==> src/comet_tail_renderer_assert.svh <==
// Assertion macros shared by the comet tail renderer modules.
// Depends on nothing; define NO_ASSERTIONS to compile the checks out.
`ifndef COMET_TAIL_RENDERER_ASSERT_SVH
`define COMET_TAIL_RENDERER_ASSERT_SVH

`ifndef NO_ASSERTIONS

// Check a property on every rising clock edge outside reset.
`define CTR_ASSERT(label, clk, rst, prop) \
   label: assert property (@(posedge clk) disable iff (rst) prop) \
      else $error("%m: check failed");

// Check a property on every rising clock edge, reset included.
`define CTR_ASSERT_ALWAYS(label, clk, prop) \
   label: assert property (@(posedge clk) prop) \
      else $error("%m: check failed");

`else

`define CTR_ASSERT(label, clk, rst, prop)
`define CTR_ASSERT_ALWAYS(label, clk, prop)

`endif

`endif

==> src/ctr_pkg.sv <==
// Types and constants of the comet tail renderer.
// Used by the shared divider, the top level and the testbench; depends on nothing.
package ctr_pkg;

   localparam int DIV_W = 32;   // dividend and quotient width
   localparam int DEN_W = 16;   // divisor and remainder width
   localparam int CNT_W = 6;    // step counter, holds DIV_W

   // step counts for the three uses of the divider
   localparam logic [CNT_W-1:0] STEPS_SIZE  = 6'd8;
   localparam logic [CNT_W-1:0] STEPS_POS   = 6'd32;
   localparam logic [CNT_W-1:0] STEPS_COLOR = 6'd16;

   // configuration register indexes
   localparam logic [2:0] CSR_SEG_START    = 3'd0;
   localparam logic [2:0] CSR_SEG_LENGTH   = 3'd1;
   localparam logic [2:0] CSR_FIRST_COLOR  = 3'd2;
   localparam logic [2:0] CSR_SECOND_COLOR = 3'd3;
   localparam logic [2:0] CSR_COMET_SIZE   = 3'd4;
   localparam logic [2:0] CSR_REVERSE_DIR  = 3'd5;
   localparam logic [2:0] CSR_RING_LENGTH  = 3'd6;

   typedef struct packed {
      logic             start;
      logic [DIV_W-1:0] dividend;   // aligned to the top bit
      logic [DEN_W-1:0] divisor;
      logic [CNT_W-1:0] steps;      // dividend bits to consume
   } ctr_div_req_type;

   typedef struct packed {
      logic             busy;
      logic             done;       // one-cycle pulse, results valid
      logic [DIV_W-1:0] quotient;
      logic [DEN_W-1:0] remainder;
   } ctr_div_res_type;

endpackage

==> src/ctr_divider.sv <==
// Restoring divider, one quotient bit per cycle, shared by all modulo and blend steps.
// Depends on ctr_pkg and the assertion header.
`include "comet_tail_renderer_assert.svh"

module ctr_divider
   import ctr_pkg::*;
(
   input  logic            clock,
   input  logic            reset,
   input  ctr_div_req_type div_req,
   output ctr_div_res_type div_res
);

   logic             busy_ff, busy_in;
   logic             done_ff, done_in;
   logic [CNT_W-1:0] cnt_ff, cnt_in;
   logic [DIV_W-1:0] quo_ff, quo_in;
   logic [DEN_W-1:0] rem_ff, rem_in;
   logic [DEN_W-1:0] den_ff, den_in;

   logic [DEN_W:0]   trial;
   logic             fits;

   always_comb begin
      trial   = {rem_ff, quo_ff[DIV_W-1]};
      fits    = trial >= {1'b0, den_ff};
      busy_in = busy_ff;
      done_in = 1'b0;
      cnt_in  = cnt_ff;
      quo_in  = quo_ff;
      rem_in  = rem_ff;
      den_in  = den_ff;
      if (div_req.start) begin
         busy_in = 1'b1;
         cnt_in  = div_req.steps;
         quo_in  = div_req.dividend;
         rem_in  = '0;
         den_in  = div_req.divisor;
      end else if (busy_ff) begin
         // shift one dividend bit into the remainder, subtract if it fits
         quo_in = {quo_ff[DIV_W-2:0], fits};
         rem_in = fits ? DEN_W'(trial - {1'b0, den_ff}) : trial[DEN_W-1:0];
         cnt_in = cnt_ff - 1'b1;
         if (cnt_ff == CNT_W'(1)) begin
            busy_in = 1'b0;
            done_in = 1'b1;
         end
      end
   end

   always_ff @(posedge clock) begin
      if (reset) begin
         busy_ff <= 1'b0;
         done_ff <= 1'b0;
      end else begin
         busy_ff <= busy_in;
         done_ff <= done_in;
      end
      cnt_ff <= cnt_in;
      quo_ff <= quo_in;
      rem_ff <= rem_in;
      den_ff <= den_in;
   end

   assign div_res.busy      = busy_ff;
   assign div_res.done      = done_ff;
   assign div_res.quotient  = quo_ff;
   assign div_res.remainder = rem_ff;

   `CTR_ASSERT(a_no_start_when_busy, clock, reset, div_req.start |-> !busy_ff)
   `CTR_ASSERT(a_done_after_last_step, clock, reset,
      (busy_ff && !div_req.start && cnt_ff == CNT_W'(1)) |=> (done_ff && !busy_ff))
   `CTR_ASSERT(a_done_not_busy, clock, reset, done_ff |-> !busy_ff)

endmodule

==> src/comet_tail_renderer.sv <==
// Comet tail renderer: one frame position in, one colour write per segment pixel out.
// Each accepted item is worked on alone; req_tready is high only while the block is idle.
// Setup is two passes of the shared bit-serial divider: 8 steps for the trail size less
// one modulo the ring and 32 steps for the position modulo the ring. Each pixel then
// goes straight from the lookup to the output when it is black or the comet is one
// pixel long. Otherwise its colour is blended: each of the three channels forms its
// numerator and then runs a 16-step pass of the same divider. A stalled rsp_tready
// holds the sequencer.
// Depends on ctr_pkg, ctr_divider and the assertion header.
`include "comet_tail_renderer_assert.svh"

module comet_tail_renderer
   import ctr_pkg::*;
#(
   parameter int STRIP_PIXELS = 1024,
   parameter int SEG_MAX      = 64
) (
   input  logic        clock,
   input  logic        reset,
   // configuration write channel
   input  logic        csr_valid,
   output logic        csr_ready,
   input  logic [2:0]  csr_index,
   input  logic [23:0] csr_data,
   // frame commands
   input  logic        req_tvalid,
   output logic        req_tready,
   input  logic [31:0] req_tdata,   // [31:0] frame_pos (signed)
   // pixel writes
   output logic        rsp_tvalid,
   input  logic        rsp_tready,
   output logic [39:0] rsp_tdata,   // [9:0] pixel_index, [33:10] pixel_color, rest zero
   output logic        rsp_tlast    // last_pixel
);

   localparam logic [16:0] STRIP_L   = 17'(STRIP_PIXELS);
   localparam logic [6:0]  SEG_MAX_L = 7'(SEG_MAX);

   localparam logic [2:0] S_IDLE   = 3'd0;
   localparam logic [2:0] S_MODSZ  = 3'd1;
   localparam logic [2:0] S_MODPOS = 3'd2;
   localparam logic [2:0] S_PIX    = 3'd3;
   localparam logic [2:0] S_NUM    = 3'd4;
   localparam logic [2:0] S_DIV    = 3'd5;
   localparam logic [2:0] S_EMIT   = 3'd6;

   // configuration
   logic [9:0]  seg_start_ff;
   logic [6:0]  seg_length_ff;
   logic [23:0] first_color_ff;
   logic [23:0] second_color_ff;
   logic [7:0]  comet_size_ff;
   logic        reverse_dir_ff;
   logic [15:0] ring_length_ff;

   // sequencer
   logic [2:0]  state_ff, state_in;
   logic [31:0] pos_ff, pos_in;
   logic [6:0]  len_ff, len_in;
   logic [15:0] ring_ff, ring_in;
   logic [7:0]  r0_ff, r0_in;
   logic [15:0] head_ff, head_in;
   logic [6:0]  k_ff, k_in;
   logic [7:0]  i_ff, i_in;
   logic [1:0]  ch_ff, ch_in;
   logic [15:0] num_ff, num_in;
   logic [23:0] color_ff, color_in;

   ctr_div_req_type div_req;
   ctr_div_res_type div_res;

   // combinational helpers
   logic [16:0] room;
   logic [6:0]  len_cfg;
   logic        empty_cfg;
   logic [15:0] ring_cfg;
   logic [31:0] pos_mag;
   logic [6:0]  v;
   logic [16:0] d_wide;
   logic [15:0] d;
   logic        hit;
   logic [7:0]  size_m1;
   logic [16:0] i_wide;
   logic [7:0]  ca, cb;

   ctr_divider u_div (
      .clock   (clock),
      .reset   (reset),
      .div_req (div_req),
      .div_res (div_res)
   );

   // effective segment length and ring length from the registers
   always_comb begin
      room    = STRIP_L - {7'b0, seg_start_ff};
      len_cfg = (seg_length_ff > SEG_MAX_L) ? SEG_MAX_L : seg_length_ff;
      if ({7'b0, seg_start_ff} >= STRIP_L) begin
         len_cfg = '0;
      end else if ({10'b0, len_cfg} > room) begin
         len_cfg = room[6:0];
      end
      empty_cfg = (len_cfg == '0) || (comet_size_ff == '0);
      ring_cfg  = (ring_length_ff != '0) ? ring_length_ff : {9'b0, len_cfg};
   end

   // per-pixel trail lookup: largest trail index i that lands on this pixel
   always_comb begin
      size_m1 = comet_size_ff - 1'b1;
      pos_mag = pos_ff[31] ? (32'd0 - pos_ff) : pos_ff;
      v       = reverse_dir_ff ? (len_ff - 7'd1 - k_ff) : k_ff;
      if (head_ff >= {9'b0, v}) begin
         d_wide = {1'b0, head_ff} - {10'b0, v};
      end else begin
         d_wide = {1'b0, head_ff} + {1'b0, ring_ff} - {10'b0, v};
      end
      d   = d_wide[15:0];
      hit = ({9'b0, v} < ring_ff) && (d < {8'b0, comet_size_ff});
      if (d <= {8'b0, r0_ff}) begin
         i_wide = {9'b0, size_m1} - {9'b0, r0_ff} + {1'b0, d};
      end else begin
         i_wide = {9'b0, size_m1} - {9'b0, r0_ff} + {1'b0, d} - {1'b0, ring_ff};
      end
      ca = first_color_ff[ch_ff*8 +: 8];
      cb = second_color_ff[ch_ff*8 +: 8];
   end

   always_comb begin
      state_in = state_ff;
      pos_in   = pos_ff;
      len_in   = len_ff;
      ring_in  = ring_ff;
      r0_in    = r0_ff;
      head_in  = head_ff;
      k_in     = k_ff;
      i_in     = i_ff;
      ch_in    = ch_ff;
      num_in   = num_ff;
      color_in = color_ff;
      div_req  = '{start: 1'b0, dividend: '0, divisor: ring_ff, steps: STEPS_POS};
      unique case (state_ff)
         S_IDLE: begin
            if (req_tvalid && !empty_cfg) begin
               pos_in  = req_tdata;
               len_in  = len_cfg;
               ring_in = ring_cfg;
               k_in    = '0;
               div_req = '{start: 1'b1, dividend: {size_m1, 24'b0},
                           divisor: ring_cfg, steps: STEPS_SIZE};
               state_in = S_MODSZ;
            end
         end
         S_MODSZ: begin
            if (div_res.done) begin
               r0_in   = div_res.remainder[7:0];
               div_req = '{start: 1'b1, dividend: pos_mag,
                           divisor: ring_ff, steps: STEPS_POS};
               state_in = S_MODPOS;
            end
         end
         S_MODPOS: begin
            if (div_res.done) begin
               // negative positions wrap to the non-negative remainder
               if (pos_ff[31] && div_res.remainder != '0) begin
                  head_in = ring_ff - div_res.remainder;
               end else begin
                  head_in = div_res.remainder;
               end
               state_in = S_PIX;
            end
         end
         S_PIX: begin
            i_in = i_wide[7:0];
            if (!hit) begin
               color_in = '0;
               state_in = S_EMIT;
            end else if (comet_size_ff == 8'd1) begin
               color_in = second_color_ff;
               state_in = S_EMIT;
            end else begin
               ch_in    = 2'd2;
               state_in = S_NUM;
            end
         end
         S_NUM: begin
            num_in = 16'({8'b0, ca} * {8'b0, size_m1 - i_ff})
                   + 16'({8'b0, cb} * {8'b0, i_ff});
            state_in = S_DIV;
         end
         S_DIV: begin
            div_req.divisor = {8'b0, size_m1};
            div_req.steps   = STEPS_COLOR;
            div_req.dividend = {num_ff, 16'b0};
            if (!div_res.busy && !div_res.done) begin
               div_req.start = 1'b1;
            end
            if (div_res.done) begin
               color_in[ch_ff*8 +: 8] = div_res.quotient[7:0];
               if (ch_ff == 2'd0) begin
                  state_in = S_EMIT;
               end else begin
                  ch_in    = ch_ff - 2'd1;
                  state_in = S_NUM;
               end
            end
         end
         S_EMIT: begin
            if (rsp_tready) begin
               if (k_ff == len_ff - 7'd1) begin
                  state_in = S_IDLE;
               end else begin
                  k_in     = k_ff + 7'd1;
                  state_in = S_PIX;
               end
            end
         end
         default: begin
            state_in = S_IDLE;
         end
      endcase
   end

   always_ff @(posedge clock) begin
      if (reset) begin
         state_ff        <= S_IDLE;
         seg_start_ff    <= 10'd0;
         seg_length_ff   <= 7'd64;
         first_color_ff  <= 24'd0;
         second_color_ff <= 24'd0;
         comet_size_ff   <= 8'd1;
         reverse_dir_ff  <= 1'b0;
         ring_length_ff  <= 16'd0;
      end else begin
         state_ff <= state_in;
         if (csr_valid) begin
            unique case (csr_index)
               CSR_SEG_START:    seg_start_ff    <= csr_data[9:0];
               CSR_SEG_LENGTH:   seg_length_ff   <= csr_data[6:0];
               CSR_FIRST_COLOR:  first_color_ff  <= csr_data;
               CSR_SECOND_COLOR: second_color_ff <= csr_data;
               CSR_COMET_SIZE:   comet_size_ff   <= csr_data[7:0];
               CSR_REVERSE_DIR:  reverse_dir_ff  <= csr_data[0];
               CSR_RING_LENGTH:  ring_length_ff  <= csr_data[15:0];
               default: begin
               end
            endcase
         end
      end
   end

   always_ff @(posedge clock) begin
      pos_ff   <= pos_in;
      len_ff   <= len_in;
      ring_ff  <= ring_in;
      r0_ff    <= r0_in;
      head_ff  <= head_in;
      k_ff     <= k_in;
      i_ff     <= i_in;
      ch_ff    <= ch_in;
      num_ff   <= num_in;
      color_ff <= color_in;
   end

   assign csr_ready  = 1'b1;
   assign req_tready = (state_ff == S_IDLE);
   assign rsp_tvalid = (state_ff == S_EMIT);
   assign rsp_tlast  = (k_ff == len_ff - 7'd1);
   assign rsp_tdata  = {6'b0, color_ff, 10'(seg_start_ff + {3'b0, k_ff})};

   `CTR_ASSERT(a_pixel_in_segment, clock, reset, rsp_tvalid |-> (k_ff < len_ff))
   `CTR_ASSERT(a_gap_between_pixels, clock, reset,
      (rsp_tvalid && rsp_tready && !rsp_tlast) |=> !rsp_tvalid)
   `CTR_ASSERT(a_idle_after_last, clock, reset,
      (rsp_tvalid && rsp_tready && rsp_tlast) |=> req_tready)
   `CTR_ASSERT(a_busy_after_accept, clock, reset,
      (req_tvalid && req_tready && !empty_cfg) |=> !req_tready)

endmodule

==> config.mk <==
export PLATFORM = sky130hd
export DESIGN_NAME = comet_tail_renderer
export DESIGN_NICKNAME = d
export VERILOG_FILES = /design/src/ctr_pkg.sv /design/src/ctr_divider.sv /design/src/comet_tail_renderer.sv
export VERILOG_INCLUDE_DIRS = /design/src /design/src/src
export SDC_FILE = /design/constraint.sdc
export NUM_CORES = 1
export LEC_CHECK = 0
export ABC_AREA = 0
export BUFFER_PORTS_ARGS = -buffer_cell sky130_fd_sc_hd__buf_2
export CAP_MARGIN = 10
export CORE_MARGIN = 1.5
export CORE_UTILIZATION = 39
export DETAILED_ROUTE_END_ITERATION = 8
export GPL_ROUTABILITY_DRIVEN = 0
export PLACE_DENSITY = 0.58
export RECOVER_POWER = 100
export SLEW_MARGIN = 30
export SYNTH_ARGS = -nofsm -noshare
export SYNTH_HDL_FRONTEND = slang
export SYNTH_SLANG_ARGS = --single-unit
==> constraint.sdc <==
create_clock -name clock -period 8.1 [get_ports clock]
set_input_delay 2.43 -clock clock [delete_from_list [all_inputs] [get_ports clock]]
set_output_delay 2.43 -clock clock [all_outputs]
set_load 0.01 [all_outputs]
==> results.cfg, run 1 <==
[floorplan]
die_area_mm2 = 0.0603
start_util_pct = 39.6
fp.coreArea_mm2 = 0.0579
io_pins = 108
chipWidth_um = 246
die_y_um = 246
rows = 88

[sta]
relSlewSlack_pct = -54.7
fin_skew_ns = 0.0362
finalHoldViolCount = 0
clock.fmax_mhz = 129
hold_ws_ns = 0.458
layout_min_cycle_time_ns = 7.75
rsz0062_at_grt = false
min_period_over_period_pct = 95.6
worst_pin_slew_ns = 2.32
setup_viol = 0
maxSlewViolCount = 270
tns_ns = 0
layout_setup_ws_ns = 0.355

[setup_path]
path_common_cell = ha_1
arrival_ns = 8.07
end_kind = register
cpLargestDelayFamily = compound AO/OA/AOI/OAI gates
startpoint_type = register
path_class = reg -> reg
slowest_stage = fa_1
cpPeakStageDelay_ns = 0.54
critPathMaxFanout = 14
path_buf_inv = 1
required_ns = 8.43

[synthesis]
yosys-top-cells-count = inv_1 (306), nand2_1 (300), ha_1 (200), edfxtp_1 (190), a21oi_1 (171)
synth-simple-area-share_pct = 15.4
synth-edff-count = 190
synth_area_mm2 = 0.0230
synthFlopType = edfxtp_1
synthAdderAreaFrac_pct = 20.9
yosysUniqueCellTypes = 80
yosysSeqAreaShare_pct = 34.5
avgSynthCellArea_um2 = 9.25
yosys_register_bits = 301
synth_area_leaders = edfxtp_1 (25%), ha_1 (11%), fa_1 (10%), dfxtp_1 (9.7%), inv_1 (5.0%)
synth_xor_area_share_pct = 5.57
synth_most_common_cell = inv_1
synth_top_area_share_pct = 24.9
synth_mux_area_share_pct = 2.58
ys_warn_count = 0
synth_top_family_by_area = adder cells
synth_compound_gate_area_share_pct = 14.1
synthCells = 2483
synth_top_cell_by_area = edfxtp_1
async_flop_share_pct = 0

[cts]
cts_buffers = 36
clock_sinks = 301
insertion_delay_ns = 0.58
cts_root_buffer = clkbuf_16
cts_hold_buf = 0
htree_num_levels = 2
cts_max_path_buffers = 3
clk_pin_slew_ns = 0.07
cts_tree = yes

[power]
ir_drop_mv = 0.157
p_leak_nw = 10.8
p_per_area_mw_per_mm2 = 278
power_mw = 7.09

[detailed_routing]
drt-total-wl_mm = 64.2
firstDrtPassIters = 7
drt_iter0_markers = 1081
drc_errors = 0
via_count = 17900
avgViaCountPerCell = 5.34
wl_per_cell_um = 19.1
ant_nets = 0

[global_route]
antenna_found_initial = 0
grt_use_total_pct = 21.7
grt_overflow = 0
grt_pass1_vias = 18200
grt_max_degree = 51
grt_first_pass_wirelength_mm = 102

[placement]
pre_cts_ws_ns = 0.364
hpwl_mm = 50.2
numPortBuffers = 100
post_dp_cell_area_mm2 = 0.0243
placed_cells = 3296

[outcome]
status = complete, but fails checks
violations = max-capacitance violations, max-slew violations

[cells_and_area]
drive_above_1_share_pct = 6.62
nFillCells = 5706
antenna_cells = 0
ff_latch_area_mm2 = 0.00793
final_nets = 2948
stdcell_count = 3362
final_util_pct = 43.9
area_growth_pct = 10.9
final_area_mm2 = 0.0255
multi_input_area_mm2 = 0.0135

[job]
max_cap_viol_count = 6

[hold_path]
hold_path.class = reg -> reg
==> routing by layer <==
metal,GRT usage [%],routed length [um],up-vias
met2,36.9,31100,421
met4,8.21,2290,0
li1,-,-,8664
met1,28.3,28300,8759
met3,2.16,2490,103
met5,0,0,-
==> layout by cell type, fill, tap and decap left out, drive strengths merged, types with 8 or more instances in the layout <==
master and instances:
inv 311, nand2 300, ha 200, edfxtp 190, a21oi 171, nor2 158
fa 115, dfxtp 111, o21ai 110, clkbuf 102, xnor2 94, buf 83
xor2 52, and2 51, mux2i 49, a21o 47, nor3 43, nor2b 34
a22o 34, nand3 32, nand2b 32, o21a 25, nor4 19, a211oi 15
and3 14, a221oi 13, or2 13, or3 13, clkinv 12, o21bai 10
or4 10, o31ai 10, mux2 9, nand4 8, o41ai 8
==> flip-flops by register name (all words and copies together), names as in the netlist, 10 cells and up <==
signal           cells
pos_ff              32
u_div.quo_ff        32
color_ff            24
first_color_ff      24
second_color_ff     24
head_ff             16
num_ff              16
ring_ff             16
ring_length_ff      16
u_div.den_ff        16
u_div.rem_ff        16
seg_start_ff        10
==> report_power, final <==
part	total [mW]	switching, mW	internal, mW	leakage [nW]
clock network	1.68	0.688	0.988	0.597
logic	3.01	1.75	1.26	7.52
registers	2.40	0.328	2.07	2.70
==> logic make-up (layout without fill, tap and decap cells) <==
logic type / after synthesis / count (layout)
other cells: 2 / 7
mux: 58 / 58
buf+inv: 403 / 512
xor+xnor: 146 / 146
flops: 301 / 301
compound gates: 507 / 507
fa+ha+maj: 315 / 315
simple gates: 751 / 751
==> cell type report <==
class | instances | share of cell area [%]
Clock buffer | 47 | 3.95
Clock inverter | 19 | 0.841
Inverter | 308 | 4.54
Multi-Input combinational cell | 1784 | 53.0
Sequential cell | 301 | 31.2
Tap cell | 765 | 3.76
Timing Repair Buffer | 138 | 2.74
==> timing repair <==
item | in CTS | in global routing
setup endpoints to repair | 0 | 3
gates resized for setup | 0 | 3
buffers inserted | 0 | 0
==> worst register-to-register path, delay by kind of cell (launching register included) <==
kind	cells	cell delay, ns
fa+ha+maj	6	2.09
buf+inv	1	0.06
compound gates	11	2.27
flops	1	0.40
xor+xnor	6	0.99
simple gates	9	1.73
==> worst paths after layout <==
check | from | endpoint | slack, ns | depth (start not counted)
max | len_ff[0] | i_ff[7] | 0.35 | 33
min | first_color_ff[17] | first_color_ff[17] | 0.46 | 2
max reg2reg | len_ff[0] | i_ff[7] | 0.35 | 33
min reg2reg | first_color_ff[17] | first_color_ff[17] | 0.46 | 2
Note: power is estimated with default switching activity, not from simulation.
==> inputs of run 2 (changes only) <==
Clock period 8.1 ns to 8.57 ns, I/O delays scaled along.
==> run 2 against run 1 <==
Compared with the run above: the flow still finishes with violations (max-capacitance violations, max-slew violations); critical path depth down 2; design area is 0.89% lower; non-clock buffer count is 14 lower; core utilization down 0.39 points; wire length decreased by 0.82%; combinational power down 6%; via count did not move; first-iteration DRC count grew 17%.
==> results.cfg, run 2 (same netlist as run 1, synthesis figures left out) <==
[placement]
numPortBuffers = 100
hpwl_mm = 49.6
placed_cells = 3282

[sta]
clock.fmax_mhz = 125
fin_skew_ns = 0.0217
min_period_over_period_pct = 93.4
rsz0062_at_grt = false
finalHoldViolCount = 0
relSlewSlack_pct = -193
worst_pin_slew_ns = 4.39
maxSlewViolCount = 270
setup_viol = 0
tns_ns = 0
layout_min_cycle_time_ns = 8.00

[floorplan]
fp.coreArea_mm2 = 0.0579
die_area_mm2 = 0.0603
chipWidth_um = 246
io_pins = 108
start_util_pct = 39.6
die_y_um = 246
rows = 88

[detailed_routing]
drt-total-wl_mm = 63.7
via_count = 17900
wl_per_cell_um = 19.0
avgViaCountPerCell = 5.36
ant_nets = 0
drc_errors = 0
firstDrtPassIters = 5
drt_iter0_markers = 1268

[cells_and_area]
multi_input_area_mm2 = 0.0135
mostFrequentLayoutCells = inv_1 (307), nand2_1 (300), ha_1 (200)
stdcell_count = 3348
ff_latch_area_mm2 = 0.00793
area_growth_pct = 9.89
drive_above_1_share_pct = 6.08
nFillCells = 5707
antenna_cells = 0
final_util_pct = 43.6
largestRegisters = pos_ff x32, u_div.quo_ff x32
final_common_cell = inv_1
final_nets = 2934

[outcome]
status = complete, but fails checks
violations = max-capacitance violations, max-slew violations

[cts]
cts_hold_buf = 0
htree_num_levels = 2
cts_setup_buffers = 0
cts_tree = yes
clk_pin_slew_ns = 0.06
cts_buffers = 36
clock_sinks = 301
cts-resized-gates = 0
insertion_delay_ns = 0.55
cts_max_path_buffers = 3
cts_root_buffer = clkbuf_16

[global_route]
grt_max_degree = 98
grt_first_pass_wirelength_mm = 101
grt_pass1_vias = 18000
antenna_found_initial = 0
grt_overflow = 0
grt_use_total_pct = 21.4

[setup_path]
slowest_stage = fa_1
startpoint_type = register
arrival_ns = 8.30
path_class = reg -> reg
end_kind = register
required_ns = 8.86
critPathMaxFanout = 7
path_common_cell = inv_1
path_buf_inv = 7
cpPeakStageDelay_ns = 0.55
cpLargestDelayFamily = adder cells

[hold_path]
hold_path.class = reg -> reg

[power]
ir_drop_mv = 0.147
power_mw = 6.53
p_leak_nw = 10.7
p_per_area_mw_per_mm2 = 259

[job]
max_cap_viol_count = 5
run 2: cell types whose count changed in the layout (fill, tap and decap cells not counted), moves of 3 or more:
cell       change
buf_4          -9
inv_6          +4
bufinv_16      -3
buf_2          +3
o21ai_1        +3
run 2: through the flow:
step           hold WS (ns)  setup slack [ns]  area, um^2
4_1_cts               0.454             0.361       25300
3_5_place_dp          0.446             0.408       24200
2_1_floorplan         0.436              1.17       23000
5_1_grt               0.475            0.0232       25200
3_3_place_gp          0.440             0.550       24200
6_report              0.455             0.566       25200
run 2: where the power goes:
part | switching (mW) | internal [mW] | leakage, nW
registers | 0.309 | 1.96 | 2.70
clock network | 0.620 | 0.821 | 0.529
logic | 1.64 | 1.19 | 7.47
run 2: path summary, 6_finish.rpt:
path / startpoint / to / slack, ns / cells after the start
setup / recovery: comet_size_ff[0] / num_ff[11] / 0.57 / 31
hold / removal: first_color_ff[4] / first_color_ff[4] / 0.46 / 2
setup reg to reg: comet_size_ff[0] / num_ff[11] / 0.57 / 31
hold reg to reg: first_color_ff[4] / first_color_ff[4] / 0.46 / 2
run 2: area by class of cell:
cell class	count	share of cell area [%]
well taps	765	3.79
repair buffers	124	2.38
inverters	308	4.58
clock inverters	14	0.357
clock buffers	52	3.97
flip-flops and latches	301	31.4
multi-input cells	1784	53.5
run 2: per-layer routing:
metal / routed length (um) / up-vias / GRT usage [%]
met5: 0 / - / 0
met4: 2250 / 0 / 7.85
met3: 2480 / 103 / 2.44
met2: 30700 / 418 / 36.3
li1: - / 8657 / -
met1: 28200 / 8769 / 28.1
run 2: worst reg2reg max path, delay by kind of cell (launching register included):
family	cells	cell delay, ns
AOI/OAI and AO/OA	7	1.40
xor gates and xnor gates	2	0.37
adders and majority gates	9	4.01
buffers and inverters	7	0.58
DFF	1	0.49
and+or+nand+nor	6	0.90
==> inputs of run 3 (changes only) <==
==> constraint.sdc (replaced) <==
create_clock -name clock -period 8.57 [get_ports clock]
set_input_delay 0 -clock clock [delete_from_list [all_inputs] [get_ports clock]]
set_output_delay 0 -clock clock [all_outputs]
set_load 0.01 [all_outputs]
==> run 3 against run 2 <==
Compared with the run above: the flow still finishes with violations (max-capacitance violations, max-slew violations); worst hold slack worse by 0.40 ns; design area up 2.4%; wire length grew 1.1%; first-iteration DRC count up 1.2%; fmax about the same; sequential power about the same; clock power hardly changed; die area did not move; non-clock buffer count is 61 higher; count of clock-buffer cells in the layout unchanged; power grew 0.47%; via count up 1.7%; critical endpoint unchanged; largest cell class unchanged.
==> results.cfg, run 3 (same netlist as run 1, synthesis figures left out) <==
[cts]
htree_num_levels = 2
cts_max_path_buffers = 3
cts_buffers = 36
insertion_delay_ns = 0.55
cts_root_buffer = clkbuf_16
cts_tree = yes
cts_setup_buffers = 0
clk_pin_slew_ns = 0.06
clock_sinks = 301

[detailed_routing]
via_count = 18200
firstDrtPassIters = 7
ant_nets = 0
drt-total-wl_mm = 64.3
drt_iter0_markers = 1283
avgViaCountPerCell = 5.35
drc_errors = 0
wl_per_cell_um = 18.9

[sta]
fin_skew_ns = 0.0196
tns_ns = 0
relSlewSlack_pct = -53.9
maxSlewViolCount = 172
clock.fmax_mhz = 125
layout_min_cycle_time_ns = 8.00
min_period_over_period_pct = 93.3
finalHoldViolCount = 0
setup_viol = 0
layout_setup_ws_ns = 0.572
worst_pin_slew_ns = 2.31
rsz0062_at_grt = false

[placement]
post_dp_cell_area_mm2 = 0.0242
numPortBuffers = 100
placed_cells = 3282
hpwl_mm = 49.6
pre_cts_ws_ns = 0.408

[power]
p_sw_share_pct = 39.3
p_int_mw = 3.99
pwr-share-clk_pct = 22.0
p_per_area_mw_per_mm2 = 254
ir_drop_mv = 0.149
p_seq_share_pct = 34.5
switchingPower_mw = 2.58
combPwrFrac_pct = 43.5
p_leak_nw = 10.9

[setup_path]
r2r_start = comet_size_ff[0]
reg2reg_depth = 31
required_ns = 8.86
startpoint_type = register
startpoint = comet_size_ff[0]
slowest_stage = fa_1
path_class = reg -> reg
cpPeakStageDelay_ns = 0.55
arrival_ns = 8.29
end_kind = register
path_common_cell = inv_1
critPathMaxFanout = 7

[cells_and_area]
area_growth_pct = 12.5
largestRegisters = pos_ff x32, u_div.quo_ff x32
nFillCells = 5655
final_area_mm2 = 0.0258
mostFrequentLayoutCells = inv_1 (307), nand2_1 (300), ha_1 (200)
drive_above_1_share_pct = 5.75
antenna_cells = 0
final_common_cell = inv_1
final_nets = 2995
stdcell_count = 3409

[floorplan]
die_y_um = 246
chipWidth_um = 246
io_pins = 108
rows = 88
fp.coreArea_mm2 = 0.0579
start_util_pct = 39.6
die_area_mm2 = 0.0603

[global_route]
grt_first_pass_wirelength_mm = 102
grt_overflow = 0
grt_pass1_vias = 18300
grt_max_degree = 98
grt_use_total_pct = 21.7
antenna_found_initial = 0

[hold_path]
hp-start = reset
hold_path.class = in -> reg
holdPathStages = 3

[outcome]
status = complete, but fails checks
violations = max-capacitance violations, max-slew violations

[job]
max_cap_viol_count = 4
## run 3: power by group through the flow
| stage | logic, mW | clock network (mW) | registers, mW |
|---|---|---|---|
| 6_report | 2.86 | 1.44 | 2.27 |
| 5_1_grt | 3.19 | 1.53 | 2.29 |
| 4_1_cts | 2.85 | 1.47 | 2.26 |
| 3_5_place_dp | 2.80 | 0 | 2.28 |
| 3_3_place_gp | 2.74 | 0 | 2.28 |
| 2_1_floorplan | 2.16 | 0 | 2.12 |
## run 3: final cells by class
class	instances	area, um^2	share of cell area [%]
Timing Repair Buffer	185	1210	4.69
Tap cell	765	957	3.71
Sequential cell	301	7930	30.7
Clock buffer	52	1000	3.88
Inverter	308	1160	4.48
Clock inverter	14	90.1	0.349
Multi-Input combinational cell	1784	13500	52.2
## run 3: critical path: cells and delay by family (launching register included)
family	cells	cell delay [ns]
DFF	1	0.49
and+or+nand+nor	6	0.90
AOI/OAI and AO/OA	7	1.40
xor gates and xnor gates	2	0.37
buffers and inverters	7	0.58
adders and majority gates	9	4.01
## run 3: final timing paths
kind                                           to  slack (ns)
worst max register to register         num_ff[11]        0.57
worst min register to register  first_color_ff[4]        0.46
worst min-delay path             seg_length_ff[2]        0.06
worst max-delay path                   num_ff[11]        0.57
## run 3: what timing repair did
item                                    in CTS  in global routing
hold buffers                                61                  0
endpoints found under the hold margin      123                  0
endpoints found under the setup margin       0                  3
gates resized for setup                      0                  2
## run 3: metrics by stage
stage	power (mW)	hold WS [ns]	util, %
finish	6.57	0.0575	44.6
global route	7.02	0.0934	44.6
CTS	6.58	0.138	44.7
detailed placement	5.08	0.178	41.8
global placement	5.01	0.180	41.8
floorplan	4.29	0.0989	-
## run 3: metal layers
layer,global-route usage (%),routed length [um]
met2,36.9,31100
met3,2.67,2660
met5,0,0
met1,28.0,28300
met4,8.21,2370
